==> src/hdl/tnks_pkg.sv <==
package tnks_pkg;

  localparam int unsigned MAX_ENTRIES = 1024;
  localparam int unsigned IDX_W       = $clog2(MAX_ENTRIES);
  localparam int unsigned CNT_W       = $clog2(MAX_ENTRIES + 1);
  localparam int unsigned KEY_W       = 24;
  localparam int unsigned QUEUE_DEPTH = 4;
  localparam int unsigned QPTR_W      = $clog2(QUEUE_DEPTH);
  localparam int unsigned QCNT_W      = $clog2(QUEUE_DEPTH + 1);

  typedef enum logic [1:0] {
    OP_CLEAR = 2'd0,
    OP_LOAD  = 2'd1,
    OP_QUERY = 2'd2
  } op_e;

  typedef enum logic [1:0] {
    CMD_CLEAR,
    CMD_LOAD,
    CMD_QUERY
  } cmd_kind_e;

  typedef struct packed {
    cmd_kind_e        kind;
    logic [KEY_W-1:0] key;
    logic [KEY_W-1:0] size;
  } cmd_t;

  typedef enum logic [1:0] {
    ST_IDLE,
    ST_SCAN,
    ST_DRAIN,
    ST_DONE
  } eng_state_e;

endpackage

==> src/hdl/tnks_queue.sv <==
module tnks_queue (
  input  logic           clk_i,
  input  logic           rst_ni,
  input  logic           push_i,
  input  tnks_pkg::cmd_t push_cmd_i,
  output logic           full_o,
  input  logic           pop_i,
  output logic           valid_o,
  output tnks_pkg::cmd_t pop_cmd_o
);

  tnks_pkg::cmd_t                  slot_q [tnks_pkg::QUEUE_DEPTH];
  logic [tnks_pkg::QPTR_W-1:0]     wr_ptr_q, wr_ptr_d;
  logic [tnks_pkg::QPTR_W-1:0]     rd_ptr_q, rd_ptr_d;
  logic [tnks_pkg::QCNT_W-1:0]     fill_q, fill_d;
  logic                            do_push, do_pop;

  assign full_o    = (fill_q == tnks_pkg::QCNT_W'(tnks_pkg::QUEUE_DEPTH));
  assign valid_o   = (fill_q != '0);
  assign pop_cmd_o = slot_q[rd_ptr_q];
  assign do_push   = push_i && !full_o;
  assign do_pop    = pop_i && valid_o;

  always_comb begin
    wr_ptr_d = do_push ? wr_ptr_q + 1'b1 : wr_ptr_q;
    rd_ptr_d = do_pop ? rd_ptr_q + 1'b1 : rd_ptr_q;
    fill_d   = fill_q;
    if (do_push && !do_pop) begin
      fill_d = fill_q + 1'b1;
    end else if (!do_push && do_pop) begin
      fill_d = fill_q - 1'b1;
    end
  end

  always_ff @(posedge clk_i or negedge rst_ni) begin
    if (!rst_ni) begin
      wr_ptr_q <= '0;
      rd_ptr_q <= '0;
      fill_q   <= '0;
    end else begin
      wr_ptr_q <= wr_ptr_d;
      rd_ptr_q <= rd_ptr_d;
      fill_q   <= fill_d;
    end
  end

  always_ff @(posedge clk_i) begin
    if (do_push) begin
      slot_q[wr_ptr_q] <= push_cmd_i;
    end
  end

endmodule

==> config.mk <==
export PLATFORM = sky130hd
export DESIGN_NAME = tnks_queue
export DESIGN_NICKNAME = d
export VERILOG_FILES = /design/src/hdl/tnks_pkg.sv /design/src/hdl/tnks_queue.sv
export SDC_FILE = /design/constraint.sdc
export NUM_CORES = 1
export LEC_CHECK = 0
export ABC_CLOCK_PERIOD_IN_PS = 5300
export BUFFER_PORTS_ARGS = -buffer_cell sky130_fd_sc_hd__buf_2
export CAP_MARGIN = 10
export CELL_PAD_IN_SITES_DETAIL_PLACEMENT = 1
export CELL_PAD_IN_SITES_GLOBAL_PLACEMENT = 1
export CORE_ASPECT_RATIO = 0.5
export CORE_MARGIN = 5
export CORE_UTILIZATION = 45
export CTS_CLUSTER_SIZE = 14
export DETAILED_ROUTE_END_ITERATION = 8
export PLACE_DENSITY_LB_ADDON = 0.1
export SETUP_SLACK_MARGIN = 0.4
export SYNTH_ARGS = -nofsm -noshare
export SYNTH_HDL_FRONTEND = slang
export SYNTH_SLANG_ARGS = --single-unit
==> constraint.sdc <==
create_clock -name clk_i -period 5.3 [get_ports clk_i]
set_input_delay 0.53 -clock clk_i [delete_from_list [all_inputs] [get_ports clk_i]]
set_output_delay 0.53 -clock clk_i [all_outputs]
set_load 0.01 [all_outputs]
* Word-level counts from Yosys, hierarchy flattened *
Memories as Yosys holds them, arrays and structs flattened.
Cells that the tools add are included.

storage, ports and cells
  bits in writable memories = 200
  memories = 1
  word-level logic and storage cells = 22
  bits of input ports = 54
  output and inout port bits = 52
  register bits = 7

memory list
  name    depth  width  rd ports  clocked after memory_dff  wr ports  RTL line          RTL
  slot_q  4      50     1         0                         1         tnks_queue.sv:12  tnks_pkg::cmd_t slot_q [tnks_pkg::QUEUE_DEPTH];

operators by class
  reduce and logical (&&, ||, !) cells = 9
  mux-type cells = 4
  $add $sub $neg = 4
  equality and inequality tests = 1

operator list
  kind                 count
  $mux 3               2
  $add 2x1->2 const B  2
  $logic_and 1x1->1    4
  $add 3x1->3 const B  1
  $eq 3x3->1 const B   1
  $logic_not 1->1      3
  $reduce_bool 3->1    1
  $sub 3x1->3 const B  1
  $mux 1               2
  $reduce_bool 2->1    1

* Depth between registers and ports, before layout *
  word-level depth = 7
  depth in mapped cells = 9
  mapped depth without buffers = 8

* Worst setup path after synthesis *
OpenSTA, ideal clock, no wires.

  path type = reg-to-reg
  start point = reg fill_q[2] (netlist name)
  end point = mem slot_q[0][0] (netlist name) (enable)
  library setup time = 0.413 ns
  arrival = 2.024 ns
  clock period less this slack = 2.437 ns
  required time = 4.887 ns
  path slack = 2.863 ns
  stages on the path, launching flop included = 5
  path buffers = 1
  cell sequence = dfrtp_1 > nor3b_2 > nor2b_1 > buf_6 > and2_1

between the ends
  cells in the longest elaborated chain, start to end = 5

ends and longest elaborated chain
  what                          RTL line          RTL
  from (decl)                   tnks_queue.sv:15  logic [tnks_pkg::QCNT_W-1:0] fill_q, fill_d;
  from (signal assigned)        tnks_queue.sv:43  fill_q <= fill_d;
  $eq 3x3->1                    tnks_queue.sv:18  assign full_o = (fill_q == tnks_pkg::QCNT_W'(tnks_pkg::QUEUE_DEPTH));
  via full_o                    tnks_queue.sv:6   output logic full_o,
  $logic_not 1->1               tnks_queue.sv:21  assign do_push = push_i && !full_o;
  $logic_and 1x1->1             tnks_queue.sv:21
  via do_push                   tnks_queue.sv:16  logic do_push, do_pop;
  $mux 1                        tnks_queue.sv:48  if (do_push) begin
  $mux 1 (not written as such)  tnks_queue.sv:49  slot_q[wr_ptr_q] <= push_cmd_i;
  to (decl)                     tnks_queue.sv:12

The timed path passes the listed nets, and every way through them passes these cells.

==> impl_results.md <==
* Status: complete, no violations
* Req. time, crit path at 4770 ps
* Actual slew at the worst max-slew pin at 1050 ps
* All-Layer GR Usage at 14.1%
* Max layer used: met4
* First-pass GRT wire length at 21700 microns
* Max clock buf depth at 3
* Power after layout at 4.90 mW
* Slowest CP cell: dfrtp_4
* Area Growth Syn to Fin at 16.0%
* Core area at 16600 sq um
* CP Capture Type: primary output
* Post-Route Setup TNS at 0 ps
* Detail Route met3 WL at 697 microns
* Critical R2R Launch: fill_q[2]
* Clock Skew at 13.9 ps
* Synth unique cells at 22
* CP Launch Type: flop
* Max-Cap Viols at 0
* # rows at 33
* PortBufs at 105
* Met1 Wirelength at 6030 microns
* Post-synthesis cell area at 7700 sq um
* Pwr Density at 548 nW/um^2
* Max Slew Vio Count at 0
* Root buf cell: clkbuf_16
* Total die area at 20000 sq um
* Seq/Total Area, Yosys at 80.3%
* Biggest cell delay along the critical path at 1120 ps
* Cts bufs inserted at 19
* Worst IR drop on VDD at 0.341 mV
* Die Wd at 195 microns
* Post-DP HPWL at 8200 microns
* Drc violations at 0
* I/O pin cnt at 106
* #FFs+latches synth at 207
* RSZ-0062 raised after global routing: no
* Final net count at 476
* Routed wire per std cell at 21.2 microns
* Final hold vios at 0
* Via count of the routed design at 3385
* Ys Warns at 0
* Starting Density at 46.4%
* # setup viols final at 0
* Clock latency on the worst-skew pair at 480 ps
* CTS tree: done
* Tightest Hold Check Type: input port to flop
* WP buf/inv at 1
* Synth top area share at 78.0%
* Max Fanout on Critical Path at 52
* Syn_area_per_cell at 25.9 sq um
* GRT overflow at 0
* Iteration count of the initial detailed-routing pass at 4
* Clk slew on worst S/H paths at 70 ps
* Detailed Route WL at 13800 microns
* Period Utilization, post-route at 55.9%
* WL met2 at 6870 microns
* Commonest non-fill, non-tap cells in the layout: edfxtp_1, buf_2, mux4_2
* Crit Path Category: flop to primary output
* Post-route ant nets at 0
* Peak Freq at 337 MHz
* DIE HEIGHT at 103 microns
* Final Critical Period at 2960 ps
* Vias in the first global route at 3831
* DR vias/cell at 5.20
* Critical-path cell list: mux4_1 > buf_2
* GPL Wtd Cong at 0.689
* Commonest non-fill, non-tap cell in the layout: edfxtp_1
* CP delay by family, top: flip-flops
* Mapped Cells at 297
* # diodes at 0
* CP startpoint: rd_ptr_q[0]
* Worst slew margin at 30.0%
* Leak pwr at 3.05 nW
* DR iter-0 viols at 158
* Worst EP arrival at 2430 ps
* Initial antenna violation count at 0
* H-tree Lvls at 1
* Largest net degree at the start of global routing at 53
* Layout cell share with drive strength beyond 1 at 44.1%
* Post-synth top area cell: edfxtp_1
* Hold_sp: push_cmd_i[47]
* Mapped Nets at 357
* Clock sinks at 207
* Leading post-synthesis cells by cell area: edfxtp_1, mux4_2, dfrtp_1
## cell type report
cell class                      count  area [sq um]
Tap cell                          227           284
Clock inverter                      3          16.3
Sequential cell                   207          6190
Fill cell                        1447          7660
Inverter                            3          11.3
Clock buffer                       26           502
Multi-Input combinational cell     74          1360
Timing Repair Buffer              111           573
## per-layer routing
layer	track usage (%)	vias up
met1	18.6	1807
met5	0	-
li1	-	1485
met4	2.47	0
met2	24.4	76
met3	3.75	17
## logic make-up (layout without fill, tap and decap cells)
group / after synthesis / count (layout) / synth area share [%]
flops: 207 / 207 / 80.3
fa+ha+maj: 6 / 6 / 1.07
mux: 52 / 52 / 15.1
xor+xnor: 6 / 6 / 0.682
buf+inv: 16 / 143 / 2.11
simple gates: 10 / 10 / 0.812
## per-stage QoR
step	hold slack [ps]	setup slack (ps)	utilization (%)	instances	cell area [sq um]
after CTS	247	2220	53.8	651	8930
after global placement	368	2750	50.6	621	8410
after global routing	242	2100	53.8	651	8930
after detailed placement	373	2750	50.6	621	8410
final	272	2340	53.8	651	8930
after floorplan	234	2860	-	297	7700
## worst paths after layout
| kind | to | slack [ps] | depth (start not counted) |
|---|---|---|---|
| max in group asynchronous | rd_ptr_q[0] | 4680 | 2 |
| hold / removal | slot_q[1][47] | 270 | 1 |
| min in group asynchronous | fill_q[1] | 450 | 2 |
| setup / recovery | pop_cmd_o[44] | 2340 | 2 |
| hold reg to reg | fill_q[2] | 510 | 1 |
| setup reg to reg | slot_q[1][6] | 2950 | 4 |
## report_power, final
| part | total [mW] | switching [mW] | internal [mW] | leakage [nW] |
|---|---|---|---|---|
| sequential | 2.40 | 0.230 | 2.17 | 1.91 |
| combinational | 1.31 | 0.647 | 0.658 | 0.888 |
| clock | 1.19 | 0.532 | 0.658 | 0.250 |
| total | 4.90 | 1.41 | 3.49 | 3.05 |
## synthesized netlist by cell type (all sizes together)
cell and n:
fa 1, xor2 2, ha 5, dfrtp 7, nor2 1, nand3 1
edfxtp 200, clkbuf 1, or3 1, inv 3, mux4 50, nand2 1
nor3b 1, nor2b 1, buf 12, xnor2 4, and2 4, mux2 2
## repair_timing
item | in CTS | in global routing
endpoints found under the hold margin | 7 | 0
hold buffers | 1 | 0
resized for setup | 0 | 0
setup buffers | 0 | 0
## worst register-to-register path: stages (launching register included)
cell and delay (ps):
dfrtp_1 410, nor3b_2 180, nor2b_1 490, and2_2 250, buf_4 620
## sequential cells by signal, indices dropped and copies added (netlist names)
register and cells:
fill_q 3, rd_ptr_q 2, slot_q 200, wr_ptr_q 2
No activity file was read; power rests on OpenSTA's default activity.
