[src/hdl/tnks_pkg.sv]
package tnks_pkg;

  localparam int unsigned MAX_ENTRIES = 1024;
  localparam int unsigned IDX_W       = $clog2(MAX_ENTRIES);
  localparam int unsigned CNT_W       = $clog2(MAX_ENTRIES + 1);
  localparam int unsigned KEY_W       = 24;
  localparam int unsigned QUEUE_DEPTH = 4;
  localparam int unsigned QPTR_W      = $clog2(QUEUE_DEPTH);
  localparam int unsigned QCNT_W      = $clog2(QUEUE_DEPTH + 1);

  typedef enum logic [1:0] {
    OP_CLEAR = 2'd0,
    OP_LOAD  = 2'd1,
    OP_QUERY = 2'd2
  } op_e;

  typedef enum logic [1:0] {
    CMD_CLEAR,
    CMD_LOAD,
    CMD_QUERY
  } cmd_kind_e;

  typedef struct packed {
    cmd_kind_e        kind;
    logic [KEY_W-1:0] key;
    logic [KEY_W-1:0] size;
  } cmd_t;

  typedef enum logic [1:0] {
    ST_IDLE,
    ST_SCAN,
    ST_DRAIN,
    ST_DONE
  } eng_state_e;

endpackage

[src/hdl/tnks_front.sv]
module tnks_front (
  input  logic                       s_valid_i,
  output logic                       s_ready_o,
  input  logic [1:0]                 s_op_i,
  input  logic [4*tnks_pkg::KEY_W-1:0] s_data_i,
  input  logic                       q_full_i,
  output logic                       q_push_o,
  output tnks_pkg::cmd_t             q_cmd_o
);

  logic is_cmd;

  always_comb begin
    is_cmd         = 1'b1;
    q_cmd_o.kind   = tnks_pkg::CMD_CLEAR;
    q_cmd_o.key    = s_data_i[tnks_pkg::KEY_W-1:0];
    q_cmd_o.size   = s_data_i[2*tnks_pkg::KEY_W-1:tnks_pkg::KEY_W];
    case (s_op_i)
      tnks_pkg::OP_CLEAR: begin
        q_cmd_o.kind = tnks_pkg::CMD_CLEAR;
      end
      tnks_pkg::OP_LOAD: begin
        q_cmd_o.kind = tnks_pkg::CMD_LOAD;
      end
      tnks_pkg::OP_QUERY: begin
        q_cmd_o.kind = tnks_pkg::CMD_QUERY;
        q_cmd_o.key  = s_data_i[3*tnks_pkg::KEY_W-1:2*tnks_pkg::KEY_W];
        q_cmd_o.size = s_data_i[4*tnks_pkg::KEY_W-1:3*tnks_pkg::KEY_W];
      end
      default: begin
        // drop unused op codes
        is_cmd = 1'b0;
      end
    endcase
  end

  assign s_ready_o = !q_full_i;
  assign q_push_o  = s_valid_i && !q_full_i && is_cmd;

endmodule

[config.mk]
export PLATFORM = sky130hd
export DESIGN_NAME = tnks_front
export DESIGN_NICKNAME = d
export VERILOG_FILES = /design/src/hdl/tnks_pkg.sv /design/src/hdl/tnks_front.sv
export SDC_FILE = /design/constraint.sdc
export NUM_CORES = 1
export LEC_CHECK = 0
export BUFFER_PORTS_ARGS = -buffer_cell sky130_fd_sc_hd__buf_2
export CAP_MARGIN = 5
export CORE_AREA = 2 2 58 60
export DETAILED_ROUTE_END_ITERATION = 8
export DIE_AREA = 0 0 60 62
export GPL_ROUTABILITY_DRIVEN = 0
export MAX_ROUTING_LAYER = met4
export PLACE_DENSITY = 0.8
export SYNTH_ARGS = -nofsm -noshare
export SYNTH_HDL_FRONTEND = slang
export SYNTH_SLANG_ARGS = --single-unit
[constraint.sdc]
create_clock -name vclk -period 0.8
set_input_delay 0 -clock vclk [all_inputs]
set_output_delay 0 -clock vclk [all_outputs]
set_load 0.01 [all_outputs]
; Yosys cells after proc, flatten, opt, wreduce, memory -nomap -nowiden
; Cells that the tools add are included.
[totals]
register_bits = 0
input_bits = 100
out_inout_bits = 52
[op_classes]
n_eq_ne = 2
n_mux = 3
n_reduce_logical = 5
[op_table]
columns = operator, count
row1 = 2-to-1 mux 48 bit, 1
row2 = case mux 2 bit (2 select lines), 1
row3 = OR reduction 3 bit, 1
row4 = "equality test 2 x 1 -> 1 bit, second input constant", 1
row5 = "equality test 2 bit, second input constant", 1
row6 = logical AND 1 bit, 2
row7 = zero test 2 bit, 1
row8 = zero test 1 bit, 1
row9 = 2-to-1 mux 1 bit, 1

; Logic depth before layout (Yosys ltp)
; Gate-level depths: netlist of the first run.
[logic_depth]
word_depth = 4
ltp_mapped = 4

; Worst setup path before layout of the first run
; No wires, ideal clock.
[synth_timing]
path_type = input to output
startpoint = input port s_op_i[1]
endpoint = output port q_cmd_o[37] (netlist name)
arrival_time_ns = 0.758
required_ns = 0.800
path_slack_ns = 0.042
path_stages = 4
path_buffers = 2
path_cell_list = nor2b_4 > buf_6 > buf_12 > mux2_4
[synth_lines]
columns = item, line_no
row1 = "start, declared", tnks_front.sv:4  ; input logic [1:0] s_op_i,
row2 = "end, declared", tnks_front.sv:8  ; output tnks_pkg::cmd_t q_cmd_o

==> results of run 1 <==
-- through the flow --
stage	instance area (µm²)	std cells	utilization, %	hold WS [ns]	total power, µW
4_1_cts	1610	262	50.8	0.243	965
3_5_place_dp	1490	256	46.8	0.240	879
5_1_grt	1660	269	52.1	0.264	1040
2_1_floorplan	662	58	-	0.0464	428
3_3_place_gp	1490	256	46.8	0.242	864
6_report	1660	271	52.3	0.245	972
-- power groups by stage --
stage / sequential (µW) / combinational, µW / clock, µW
after floorplan: 0 / 428 / 0
after global placement: 0 / 864 / 0
after detailed placement: 0 / 879 / 0
after CTS: 0 / 965 / 0
after global routing: 0 / 1040 / 0.00100
final: 0 / 972 / 0.00134
-- final cells by class --
type | count | area (µm²)
well taps | 46 | 57.6
diodes | 8 | 20.0
repair buffers | 164 | 962
fillers | 308 | 1520
inverters | 1 | 3.75
multi-input cells | 52 | 619
-- path summary, 6_finish.rpt --
path,from,endpoint,slack (ns),cells after the start
min,q_full_i,s_ready_o,0.25,3
max,s_op_i[0],q_cmd_o[42],-0.17,6
-- cell families after synthesis --
family / after synthesis / synth area share, %
buffers and inverters: 6 / 8.69
multiplexers: 48 / 86.8
AND/OR/NAND/NOR: 4 / 4.54
-- cells in the mapped netlist --
cell / instances
inv_1: 1
buf_6: 1
nor2b_4: 1
buf_4: 3
mux2_2: 39
nand2_1: 1
buf_12: 1
nor2b_1: 1
mux2_4: 9
and3_1: 1
-- critical path, stage by stage --
cell and delay (ns):
buf_8 0.10, nor2b_4 0.12, buf_4 0.15, clkbuf_16 0.16
mux2_4 0.30, buf_2 0.14
-- metal layers --
| metal | global-route usage, % | part of all wire [%] | vias up |
|---|---|---|---|
| li1 | - | - | 550 |
| met1 | 18.5 | 35 | 499 |
| met3 | 12.0 | 18 | 2 |
| met5 | - | 0 | - |
| met2 | 32.6 | 47 | 90 |
| met4 | 1.90 | 1.0 | 0 |
-- timing repair --
item	4_1_cts	5_1_grt
setup buffers	4	0
setup endpoints to repair	48	48
gates resized for setup	15	1
cloned	2	1
==> impl_metrics.json, run 1 <==
{
  "fin_crit_ns": 0.970,
  "drt_pass1_iterations": 2,
  "viasPerCell": 4.21,
  "grt_pass1_vias": 1030,
  "io_pins": 152,
  "antenna_found_initial": 6,
  "hpwlAfterDp_mm": 3.52,
  "layout.nets": 319,
  "syn_area_um2": 662,
  "synth_top_cell_by_area": "mux2_2",
  "crit_required_ns": 0.80,
  "ant_nets": 0,
  "critPathLaunchType": "input pin",
  "yosysSeqAreaShare_pct": 0,
  "coreArea_mm2": 0.00318,
  "cap_violations": 0,
  "syn_to_final_growth_pct": 151,
  "grt_max_degree": 20,
  "p_int_uw": 606,
  "final_cell_mix": "146 x buf_2, 35 x mux2_2, 13 x mux2_4",
  "synth_area_leaders": "mux2_2 66%, mux2_4 20%, buf_4 3.4%",
  "drive_gt1_share_pct": 98.2,
  "final_max_slew_viol_count": 0,
  "syn-num-nets": 158,
  "status": "finished, violations left",
  "synthCells": 58,
  "cp_max_fo": 9,
  "synth.distinct_cells": 10,
  "pwr-share-clk_pct": 0,
  "overflow": 0,
  "wl_mm": 3.91,
  "pwr-share-comb_pct": 100.0,
  "arrival_ns": 0.97,
  "hold_viol": 0,
  "criticalPathCategory": "input pin to primary output",
  "setup_viol": 48,
  "layout_commonest_cell": "buf_2",
  "grt_pass1_wl_mm": 4.83,
  "die_area_mm2": 0.00372,
  "postCtsHoldBufs": 0,
  "tns_ns": -7.05,
  "switchingPower_uw": 366,
  "setup_slack_ns": -0.170,
  "clkbuf_count": 0,
  "vias": 1141,
  "ir_drop_mv": 0.305,
  "endpoint_kind": "primary output",
  "fin_crit_sh_pct": 121,
  "grt.total_usage_pct": 18.8,
  "swShare_pct": 37.7,
  "syn_area_per_cell_um2": 11.4,
  "start_util_pct": 20.8,
  "wl_per_cell_um": 14.4,
  "rows": 21,
  "drc_errors": 0,
  "max_freq_ghz": 1.03,
  "synth_top_area_share_pct": 66.4,
  "portBuffers": 152,
  "violations": "negative setup slack",
  "min-delay-path-class": "input pin to primary output",
  "seq_area_um2": 0,
  "p_leak_uw": 0.000948,
  "dp_slack_ns": -0.219,
  "worstMarginPinSlew_ns": 0.103,
  "drt_iter0_markers": 13,
  "die-width_um": 60,
  "die_h_um": 62,
  "maxSlewHeadroom_pct": 93.1,
  "power_frac_seq_pct": 0,
  "rsz0062_at_grt": "yes",
  "ys_warn_count": 0,
  "powerDensity_mw_per_mm2": 584,
  "seq_cells": 0
}
No activity file was read; power rests on OpenSTA's default activity.
==> run 2: changes to the inputs <==
- GPL_TIMING_DRIVEN: unset -> 0
==> impl_metrics.json, run 2 (synthesis gave the netlist of run 1 again) <==
{
  "io_pins": 152,
  "grt_pass1_wl_mm": 5.11,
  "crit_slowest_cell": "mux2_4",
  "maxSlewHeadroom_pct": 90.1,
  "wl_mm": 4.41,
  "drc_errors": 0,
  "rows": 21,
  "vias": 1173,
  "seq_cells": 0,
  "status": "finished, violations left",
  "endpoint_kind": "primary output",
  "layout_commonest_cell": "buf_2",
  "max_freq_ghz": 1.03,
  "min-delay-path-class": "input pin to primary output",
  "min_to": "s_ready_o",
  "criticalPathCategory": "input pin to primary output",
  "cp_common_cell": "buf_6",
  "grt.total_usage_pct": 19.6,
  "ir_drop_mv": 0.343,
  "whs_path_depth": 3,
  "syn_to_final_growth_pct": 203,
  "cap_violations": 0,
  "grt_pass1_vias": 1043,
  "rsz0062_at_grt": "yes",
  "viasPerCell": 4.30,
  "layout.nets": 321,
  "setup_viol": 48,
  "tns_ns": -6.78,
  "cp_max_fo": 5,
  "seq_area_um2": 0,
  "start_util_pct": 20.8,
  "worstMarginPinSlew_ns": 0.148,
  "power_uw": 1270,
  "portBuffers": 152,
  "coreArea_mm2": 0.00318,
  "violations": "negative setup slack",
  "grt_max_degree": 11,
  "powerDensity_mw_per_mm2": 632,
  "arrival_ns": 0.97,
  "antenna_found_initial": 6,
  "fin_crit_sh_pct": 121,
  "final_cell_mix": "112 x buf_2, 44 x buf_6, 38 x mux2_4",
  "clkbuf_count": 0,
  "p_leak_uw": 0.00113,
  "crit_chain": "buf_8 > nor2b_4 > buf_6 > clkbuf_16 > mux2_4 > buf_6",
  "setup_slack_ns": -0.170,
  "drt_pass1_iterations": 2,
  "postCtsHoldBufs": 0,
  "overflow": 0,
  "hold_start": "q_full_i",
  "critical-path-max-stage-delay_ns": 0.31,
  "hold_viol": 0,
  "final_max_slew_viol_count": 0,
  "wl_per_cell_um": 16.2,
  "critPathLaunchType": "input pin",
  "ant_nets": 0,
  "drive_gt1_share_pct": 98.2,
  "die-width_um": 60,
  "crit_start": "s_op_i[0]",
  "drt_iter0_markers": 18,
  "fin_crit_ns": 0.970,
  "crit_required_ns": 0.80,
  "utilization_pct": 63.0,
  "die_h_um": 62,
  "die_area_mm2": 0.00372,
  "hpwlAfterDp_mm": 3.52
}
-- run 2: how the worst max path moves through the flow --
stage | endpoint | depth (start not counted)
floorplan | q_cmd_o[37] | 4
global placement | q_cmd_o[39] | 6
detailed placement | q_cmd_o[39] | 6
CTS | q_cmd_o[38] | 7
global route | q_cmd_o[9] | 6
finish | q_cmd_o[36] | 6
-- run 2: worst max-delay path: cells and delay by family --
| family | cells | cell delay (ns) |
|---|---|---|
| buf+inv | 4 | 0.52 |
| mux | 1 | 0.31 |
| simple gates | 1 | 0.13 |
-- run 2: cell type report --
| class | instances | area [µm²] |
|---|---|---|
| inverter | 1 | 3.75 |
| tap | 46 | 57.6 |
| buffer | 3 | 41.3 |
| fill | 261 | 1180 |
| timing repair buffer | 163 | 1170 |
| multi-input combinational | 52 | 713 |
| antenna | 8 | 20.0 |
-- run 2: power by group --
part | leakage (µW) | switching, µW | internal [µW]
clock | 0.0000000507 | 0 | 0.00134
combinational | 0.00113 | 438 | 827
sequential | 0 | 0 | 0
total | 0.00113 | 438 | 827
-- run 2: stage by stage --
stage / instance area (µm²) / worst slack (ns) / hold slack [ns] / instances
floorplan: 662 / 0.0421 / 0.0464 / 58
global placement: 1480 / -0.298 / 0.242 / 256
detailed placement: 1480 / -0.273 / 0.238 / 256
CTS: 1720 / -0.205 / 0.241 / 265
global route: 2000 / -0.215 / 0.258 / 271
finish: 2000 / -0.170 / 0.242 / 273
-- run 2: layer usage --
layer / GRT usage [%] / up-vias / wire length [µm]
li1: - / 554 / -
met1: 20.4 / 525 / 1630
met2: 33.9 / 92 / 2160
met3: 10.8 / 2 / 603
met4: 1.90 / 0 / 16
met5: - / - / 0
-- run 2: what timing repair did --
item | CTS | global route
gates cloned | 1 | 2
gates resized for setup | 28 | 54
setup endpoints to repair | 48 | 48
setup buffers | 10 | 0
==> run 3: changes to the inputs <==
- SETUP_SLACK_MARGIN: unset -> 0.4
==> impl_metrics.json, run 3 (synthesis gave the netlist of run 1 again) <==
{
  "fin_crit_sh_pct": 127,
  "grt_max_degree": 11,
  "top_layer_used": "met4",
  "critPathLaunchType": "input pin",
  "antenna_found_initial": 6,
  "cap_violations": 0,
  "wl_per_cell_um": 14.7,
  "pwr-share-clk_pct": 0,
  "crit_family": "buffers and inverters",
  "min-delay-path-class": "input pin to primary output",
  "grt.total_usage_pct": 20.0,
  "fin_crit_ns": 1.01,
  "drt_iter0_markers": 28,
  "final_max_slew_viol_count": 0,
  "multiInputGateArea_um2": 653,
  "grt_pass1_wl_mm": 5.24,
  "layout_commonest_cell": "buf_2",
  "dp.cells": 256,
  "seq_area_um2": 0,
  "setup_viol": 49,
  "ant_nets": 0,
  "instances_no_fill": 278,
  "crit_chain": "buf_6 > nor2b_4 > buf_6 > buf_12 > buf_16 > mux2_4 > buf_6",
  "violations": "negative setup slack",
  "seq_cells": 0,
  "die_area_mm2": 0.00372,
  "switchingPower_uw": 406,
  "rsz0062_at_grt": "yes",
  "setup_slack_ns": -0.213,
  "cp_common_cell": "buf_6",
  "crit_slowest_cell": "mux2_4",
  "drive_gt1_share_pct": 99.6,
  "layout.nets": 326,
  "clkbuf_count": 0,
  "pwr-share-comb_pct": 100.0,
  "rows": 21,
  "io_pins": 152,
  "coreArea_mm2": 0.00318,
  "wl_mm": 4.10,
  "die-width_um": 60,
  "crit_required_ns": 0.80,
  "status": "finished, violations left",
  "drc_errors": 0,
  "p_leak_uw": 0.00105,
  "portBuffers": 152,
  "die_h_um": 62,
  "final_cell_mix": "129 x buf_2, 30 x mux2_2, 28 x buf_6",
  "wl_met3_um": 621,
  "fill_cells": 266,
  "powerDensity_mw_per_mm2": 602,
  "endpoint_kind": "primary output",
  "p_int_uw": 731,
  "hpwlAfterDp_mm": 3.52,
  "swShare_pct": 35.7,
  "cp_max_fo": 5,
  "power_frac_seq_pct": 0,
  "arrival_ns": 1.01,
  "grt_pass1_vias": 1070,
  "overflow": 0,
  "critical-path-max-stage-delay_ns": 0.30,
  "criticalPathCategory": "input pin to primary output",
  "hold_viol": 0,
  "syn_to_final_growth_pct": 185,
  "vias": 1166,
  "power_uw": 1140,
  "viasPerCell": 4.19,
  "wl_met1_mm": 1.50,
  "drt_pass1_iterations": 3,
  "maxSlewHeadroom_pct": 93.2,
  "dr_wl_met2_mm": 1.93,
  "start_util_pct": 20.8,
  "ir_drop_mv": 0.332,
  "max_freq_ghz": 0.987,
  "cp_num_buf_inv": 5,
  "worstMarginPinSlew_ns": 0.102
}
## run 3: cell count changes in the layout (fill, tap and decap cells not counted), moves of 3 or more
cell / change
buf_4: +3
buf_2: +17
buf_6: -16
mux2_2: +20
mux2_4: -20
## run 3: final timing paths
path                  start  cells past startpoint          end
setup / recovery  s_op_i[1]                      7  q_cmd_o[38]
hold / removal     q_full_i                      3    s_ready_o
## run 3: through the flow
| step | setup TNS [ns] | cell area (µm²) | hold slack, ns | utilization (%) | setup slack [ns] |
|---|---|---|---|---|---|
| after floorplan | 0 | 662 | 0.0464 | - | 0.0421 |
| after global placement | -10.54 | 1480 | 0.242 | 46.6 | -0.298 |
| after detailed placement | -9.61 | 1480 | 0.238 | 46.6 | -0.273 |
| after CTS | -8.66 | 1790 | 0.245 | 56.3 | -0.204 |
| after global routing | -10.70 | 1880 | 0.263 | 59.2 | -0.249 |
| final | -7.96 | 1890 | 0.250 | 59.4 | -0.213 |
## run 3: final cells by class
type | instances | share of cell area [%]
Tap cell | 46 | 3.05
Multi-Input combinational cell | 52 | 34.6
Buffer | 5 | 4.04
Antenna cell | 8 | 1.06
Inverter | 1 | 0.199
Timing Repair Buffer | 166 | 57.1
## run 3: timing repair
| item | 4_1_cts | 5_1_grt |
|---|---|---|
| gates cloned | 1 | 0 |
| pin swaps | 2 | 1 |
| endpoints found under the setup margin | 51 | 51 |
| hold buffers | 0 | 0 |
| buffers inserted | 11 | 2 |
| resized for setup | 37 | 14 |
## run 3: power groups by stage
stage / Clock (µW) / Sequential [µW] / Combinational [µW]
after floorplan: 0 / 0 / 428
after global placement: 0 / 0 / 861
after global routing: 0.00100 / 0 / 1220
after detailed placement: 0 / 0 / 874
after CTS: 0 / 0 / 1080
final: 0.00134 / 0 / 1140
## run 3: routing by layer
metal  up-vias  track usage, %
li1        566               -
met1       510            20.8
met2        88            34.8
met3         2            10.6
met4         0            1.90
met5         -               -
## run 3: worst min-delay path, cell delays in order
cell and delay [ns]:
buf_2 0.07, inv_1 0.04, buf_2 0.13
